[config.mk]
export PLATFORM = sky130hd
export DESIGN_NAME = fgk_packer_flat
export DESIGN_NICKNAME = d
export VERILOG_FILES = /design/src/design/fgk_pkg.sv /design/src/design/fgk_rsp_if.sv /design/src/design/fgk_packer.sv /design/src/flat_wrapper.sv
export SDC_FILE = /design/constraint.sdc
export NUM_CORES = 1
export LEC_CHECK = 0
export ABC_AREA = 1
export BUFFER_PORTS_ARGS = -buffer_cell sky130_fd_sc_hd__buf_4
export CAP_MARGIN = 20
export CORE_MARGIN = 3
export CORE_UTILIZATION = 35
export CTS_BUF_LIST = sky130_fd_sc_hd__clkbuf_8
export DETAILED_ROUTE_END_ITERATION = 6
export RECOVER_POWER = 50
export SLEW_MARGIN = 10
export SYNTH_ARGS = -nofsm -noshare
export SYNTH_HDL_FRONTEND = slang
export SYNTH_SLANG_ARGS = --single-unit
[constraint.sdc]
create_clock -name clock -period 2.27 [get_ports clock]
set_input_delay 0.1135 -clock clock [delete_from_list [all_inputs] [get_ports clock]]
set_output_delay 0.1135 -clock clock [all_outputs]
set_load 0.05 [all_outputs]
[src/design/fgk_pkg.sv]
// Shared constants, helper functions and the bit-token struct of the FGK encoder.
// No dependencies; every other design file imports it, except fgk_rsp_if.
`default_nettype none
package fgk_pkg;
   localparam int ALPHABET_SIZE = 256;
   localparam int NODE_COUNT    = 513;
   localparam int WEIGHT_WIDTH  = 32;
   localparam int PATH_DEPTH    = 256;
   localparam int SYM_W         = 8;
   localparam int NODE_W        = $clog2(NODE_COUNT);
   localparam int PATH_W        = $clog2(PATH_DEPTH);

   localparam logic [NODE_W-1:0]       ROOT_NODE  = '0;
   localparam logic [NODE_W-1:0]       ESC_INIT   = NODE_W'(1);
   localparam logic [NODE_W-1:0]       NFREE_INIT = NODE_W'(2);
   localparam logic [NODE_W-1:0]       TOP_ORDER  = NODE_W'(NODE_COUNT - 1);
   localparam logic [NODE_W:0]         NODE_LIM   = (NODE_W+1)'(NODE_COUNT);
   localparam logic [SYM_W:0]          ALPHA_LIM  = (SYM_W+1)'(ALPHABET_SIZE);
   localparam logic [PATH_W:0]         PATH_LIM   = (PATH_W+1)'(PATH_DEPTH);
   localparam logic [WEIGHT_WIDTH-1:0] WMAX       = '1;

   // one bit (or the end-of-transaction marker) from the tree walker to the packer
   typedef struct packed {
      logic valid;
      logic bit_val;
      logic fin;
      logic flush;
      logic ovf;
   } fgk_tok_type;

   function automatic logic node_bad(input logic [NODE_W-1:0] n);
      return {1'b0, n} >= NODE_LIM;
   endfunction
endpackage
`default_nettype wire

[src/design/fgk_rsp_if.sv]
// Result channel interface: valid/ready plus packed byte and flags.
// No dependencies.
`default_nettype none
interface fgk_rsp_if;
   logic       valid;
   logic       ready;
   logic [7:0] out_byte;
   logic       last;
   logic       stream_done;
   logic       overflow;
   modport source (output valid, out_byte, last, stream_done, overflow, input ready);
   modport sink   (input valid, out_byte, last, stream_done, overflow, output ready);
endinterface
`default_nettype wire

[src/design/fgk_packer.sv]
// Bit packer: gathers bits MSB first, holds one byte back to flag the last one,
// pads on flush and drives the result register. Depends on fgk_pkg, fgk_rsp_if.
`default_nettype none
module fgk_packer
   import fgk_pkg::*;
(
   input  wire logic        clock,
   input  wire logic        reset,
   input  wire fgk_tok_type tok,
   output logic             tok_ready,
   fgk_rsp_if.source        rsp
);
   typedef enum logic [1:0] {P_ACC, P_PAD, P_FIN} pstate_type;

   pstate_type st_ff;
   logic [7:0] pbits_ff, held_ff, out_ff;
   logic [2:0] pcnt_ff;
   logic       held_v_ff, rsp_v_ff, last_ff, done_ff, ovfo_ff, ovf_ff, flush_ff;
   logic       outfree, push, pbit, full, stall, ovf_now, emit;
   logic [7:0] nb;

   assign outfree   = !rsp_v_ff || rsp.ready;
   assign push      = (st_ff == P_ACC && tok.valid && !tok.fin) || (st_ff == P_PAD);
   assign pbit      = (st_ff == P_ACC) ? tok.bit_val : 1'b0;
   assign full      = (pcnt_ff == 3'd7);
   assign nb        = {pbits_ff[6:0], pbit};
   assign stall     = full && held_v_ff && !outfree;
   assign tok_ready = (st_ff == P_ACC) && (tok.fin || !stall);
   assign ovf_now   = (st_ff == P_ACC) ? tok.ovf : ovf_ff;
   // result register loads either a displaced held byte or the final byte
   assign emit      = (push && !stall && full && held_v_ff) ||
                      (st_ff == P_FIN && held_v_ff && outfree);

   assign rsp.valid       = rsp_v_ff;
   assign rsp.out_byte    = out_ff;
   assign rsp.last        = last_ff;
   assign rsp.stream_done = done_ff;
   assign rsp.overflow    = ovfo_ff;

   always_ff @(posedge clock) begin
      if (reset) begin
         st_ff     <= P_ACC;
         pcnt_ff   <= '0;
         pbits_ff  <= '0;
         held_v_ff <= 1'b0;
         rsp_v_ff  <= 1'b0;
      end else begin
         if (emit) begin
            rsp_v_ff <= 1'b1;
         end else if (rsp.ready) begin
            rsp_v_ff <= 1'b0;
         end
         if (push && !stall) begin
            if (full) begin
               if (held_v_ff) begin
                  out_ff   <= held_ff;
                  last_ff  <= 1'b0;
                  done_ff  <= 1'b0;
                  ovfo_ff  <= ovf_now;
               end
               held_ff   <= nb;
               held_v_ff <= 1'b1;
               pbits_ff  <= '0;
               pcnt_ff   <= '0;
            end else begin
               pbits_ff <= nb;
               pcnt_ff  <= pcnt_ff + 3'd1;
            end
         end
         unique case (st_ff)
            P_ACC: begin
               if (tok.valid && tok_ready) begin
                  ovf_ff <= tok.ovf;
                  if (tok.fin) begin
                     flush_ff <= tok.flush;
                     st_ff    <= tok.flush ? P_PAD : P_FIN;
                  end
               end
            end
            P_PAD: if (full && !stall) st_ff <= P_FIN;
            P_FIN: begin
               if (!held_v_ff) begin
                  st_ff <= P_ACC;
               end else if (outfree) begin
                  out_ff    <= held_ff;
                  last_ff   <= 1'b1;
                  done_ff   <= flush_ff;
                  ovfo_ff   <= ovf_ff;
                  held_v_ff <= 1'b0;
                  st_ff     <= P_ACC;
               end
            end
            default: st_ff <= P_ACC;
         endcase
      end
   end
endmodule
`default_nettype wire

[src/flat_wrapper.sv]
// flat-port wrapper written by rule: the top's interface ports become plain ports
module fgk_packer_flat import fgk_pkg::*;
  (clock, reset, tok, tok_ready, rsp_valid, rsp_out_byte, rsp_last, rsp_stream_done, rsp_overflow, rsp_ready);
  fgk_rsp_if rsp_i ();
  input  wire logic clock;
  input  wire logic reset;
  input  wire fgk_tok_type tok;
  output logic tok_ready;
  output wire logic [$bits(rsp_i.valid)-1:0] rsp_valid;
  output wire logic [$bits(rsp_i.out_byte)-1:0] rsp_out_byte;
  output wire logic [$bits(rsp_i.last)-1:0] rsp_last;
  output wire logic [$bits(rsp_i.stream_done)-1:0] rsp_stream_done;
  output wire logic [$bits(rsp_i.overflow)-1:0] rsp_overflow;
  input wire logic [$bits(rsp_i.ready)-1:0] rsp_ready;
  assign rsp_valid = rsp_i.valid;
  assign rsp_out_byte = rsp_i.out_byte;
  assign rsp_last = rsp_i.last;
  assign rsp_stream_done = rsp_i.stream_done;
  assign rsp_overflow = rsp_i.overflow;
  assign rsp_i.ready = rsp_ready;
  fgk_packer u_core (.clock(clock), .reset(reset), .tok(tok), .tok_ready(tok_ready), .rsp(rsp_i));
endmodule
==> run_results.csv <==
group,metric,value,unit
run_status,status,"finished clean",
placement,io_buffers,20,
clock_tree,cts_resized,0,
floorplanning,fp.dieArea,0.00522,sq mm
worst_setup_path,worst-endpoint-required,2.27,ns
worst_setup_path,regToRegStartpoint,"u_core.st_ff[1]",
sta,rsz0062_at_grt,"no",
cells_and_area,fillers,424,
clock_tree,cts_setup_buffers,0,
logic_synthesis,yosysUniqueCellTypes,23,
global_route,grt_pass1_vias,1058,
drt,via_per_inst,4.63,
floorplanning,chipHeight,72.3,microns
logic_synthesis,ys_ff_latch,35,
cells_and_area,layout_commonest_cell,"nand2_1",
worst_setup_path,critical_path.max_fanout,8,
cells_and_area,finalNonFillerCells,243,
sta,max_slew_margin,59.1,%
clock_tree,ctsHoldBuffers,0,
power_and_ir_drop,vdd_drop_max,274,uV
floorplanning,pin_count,21,
sta,fin_crit_sh,85.9,%
floorplanning,start_util,37.3,%
drt,wl_per_cell,11.3,microns
global_route,antenna_found_initial,0,
cells_and_area,synthToLayoutAreaGrowth,16.4,%
placement,gp_congestion,0.782,
sta,tightest_slew,0.614,ns
clock_tree,h-tree-depth,2,
worst_setup_path,path_class,"flip-flop to flip-flop",
sta,setup_slack,0.320,ns
drt,drc,0,
cells_and_area,final_util,43.5,%
floorplanning,die_w,72.3,microns
global_route,grt_max_degree,15,
global_route,grt_pass1_wl,4.75,mm
power_and_ir_drop,power_density,810,mW/mm^2
sta,skew,0.00669,ns
cells_and_area,drive_gt1_share,15.0,%
drt,drtAntennaViolNets,0,
placement,dp_slack,0.450,ns
clock_tree,clk-insertion-delay-late,0.29,ns
worst_setup_path,reg2reg_setup_slack,0.32,ns
drt,vias,1126,
sta,fin_tns_setup,0,ns
worst_setup_path,critical_path_arrival,1.95,ns
sta,slew_viol_final,0,
worst_setup_path,crit_path_start_kind,"flip-flop",
worst_setup_path,endpoint,"u_core.held_ff[2]",
logic_synthesis,syn_inst,165,
clock_tree,cts_buffers,5,
cells_and_area,insertedDiodeCount,0,
clock_tree,root_buffer,"clkbuf_8",
drt,dr.pass1.iters,4,
sta,max_freq,513,MHz
sta,period_needed,1.95,ns
placement,dp.cells,233,
floorplanning,core-area,0.00412,sq mm
floorplanning,fp-row-count,23,
sta,hold_viol_final,0,
clock_tree,cts_tree,"built",
min_path,hold_start,"tok[2]",
cells_and_area,final_cell_mix,"nand2_1 (42), nand3_1 (22), edfxtp_1 (21)",
clock_tree,clk_path_buf_depth,2,
drt,drt_iter0_drc,37,
worst_setup_path,cp-end-kind,"flip-flop",
clock_tree,cts_sinks,35,
logic_synthesis,yosys_warnings,0,
global_route,grtUsageTotal,11.9,%
flow_run,maxCapViolations,0,
logic_synthesis,synth_seq_area_share,59.3,%
sta,setup_viol_count_final,0,
logic_synthesis,synth_nets,175,
worst_setup_path,critPathLaunch,"u_core.st_ff[1]",
drt,totalWireLength,2.76,mm
worst_setup_path,timing.rr.end,"u_core.held_ff[2]",
min_path,worstHoldPathType,"input port to flip-flop",
clock_tree,clk_pin_slew,0.08,ns
cells_and_area,finalNetCount,202,
logic_synthesis,syn-cell-area,0.00154,sq mm
power_and_ir_drop,leakagePower,0.746,nW
logic_synthesis,syn_avg_cell_area,9.31,sq um
global_route,grt-ovfl-total,0,
worst_setup_path,reg2reg_depth,8,
placement,dp_hpwl,2.04,mm
[registers in the layout (all words and copies together), names as in the netlist]
| name | flops |
|---|---|
| u_core.held_ff | 8 |
| u_core.rsp.out_byte | 8 |
| u_core.pbits_ff | 7 |
| u_core.pcnt_ff | 3 |
| u_core.st_ff | 2 |
| u_core.flush_ff | 1 |
| u_core.held_v_ff | 1 |
| u_core.ovf_ff | 1 |
| u_core.rsp.last | 1 |
| u_core.rsp.overflow | 1 |
| u_core.rsp.stream_done | 1 |
| u_core.rsp.valid | 1 |
[report_power, final]
part / switching, mW / leakage [nW] / internal, mW / total [mW]
logic: 0.183 / 0.384 / 0.0772 / 0.260
clock network: 0.239 / 0.0494 / 0.221 / 0.460
registers: 0.0212 / 0.313 / 0.707 / 0.728
[critical path, cell delays in order (launching register included)]
cell     delay [ns]
dfxtp_1        0.36
nor2_1         0.37
nand3_1        0.13
nand2_1        0.22
inv_4          0.09
nor2_4         0.14
nand2_1        0.07
nor2_1         0.11
buf_4          0.18
[how the worst min path moves through the flow]
stage                  endpoint  depth (start not counted)
3_5_place_dp      u_core.ovf_ff                          1
6_report        u_core.flush_ff                          3
5_1_grt         u_core.flush_ff                          3
3_3_place_gp      u_core.ovf_ff                          1
2_1_floorplan  u_core.held_v_ff                          1
4_1_cts           u_core.ovf_ff                          1
[routing by layer]
layer | vias to the layer above | part of all wire [%] | track usage, %
met5 | - | 0 | 0
met3 | 4 | 5.5 | 4.16
li1 | 597 | - | -
met2 | 23 | 44 | 17.3
met1 | 502 | 48 | 15.6
met4 | 0 | 1.7 | 6.26
[cells in the mapped netlist]
| cell type | instances | area (sq um) |
|---|---|---|
| clkbuf_1 | 1 | 3.75 |
| inv_4 | 2 | 12.5 |
| inv_1 | 15 | 56.3 |
| nand2_4 | 1 | 11.3 |
| nor3_1 | 1 | 5.00 |
| nor2_4 | 2 | 22.5 |
| o21ai_1 | 3 | 15.0 |
| nor2_8 | 1 | 20.0 |
| nand4_1 | 2 | 12.5 |
| or2_4 | 1 | 8.76 |
| buf_2 | 2 | 10.0 |
| dfxtp_1 | 14 | 280 |
| edfxtp_1 | 21 | 631 |
| ha_1 | 2 | 25.0 |
| o21ai_0 | 2 | 10.0 |
| nand3_2 | 1 | 10.0 |
| inv_2 | 4 | 15.0 |
| a21oi_1 | 12 | 60.1 |
| nor2_2 | 1 | 6.26 |
| nand3_1 | 22 | 110 |
| nand2_1 | 41 | 154 |
| nor2_1 | 12 | 45.0 |
| nand2_2 | 2 | 12.5 |
[logic make-up after synthesis]
family | share of synthesized area, %
and+or+nand+nor | 27.2
DFF | 59.3
buffers and inverters | 6.35
AOI/OAI and AO/OA | 5.54
adders and majority gates | 1.63
[metrics by stage]
stage | hold WS [ns] | cell area (sq um) | power [mW]
3_3_place_gp | 0.302 | 1740 | 1.02
5_1_grt | 0.134 | 1790 | 1.52
3_5_place_dp | 0.304 | 1740 | 1.02
2_1_floorplan | 0.193 | 1540 | 0.953
4_1_cts | 0.000356 | 1830 | 1.48
6_report | 0.117 | 1790 | 1.45
[final cells by class]
class	count	area, sq um	area share (%)
flip-flops and latches	35	911	50.9
multi-input cells	106	513	28.7
clock buffers	5	68.8	3.85
clock inverters	3	21.3	1.19
inverters	21	83.8	4.69
repair buffers	23	129	7.20
well taps	50	62.6	3.50
Note: power is estimated with default switching activity, not from simulation.
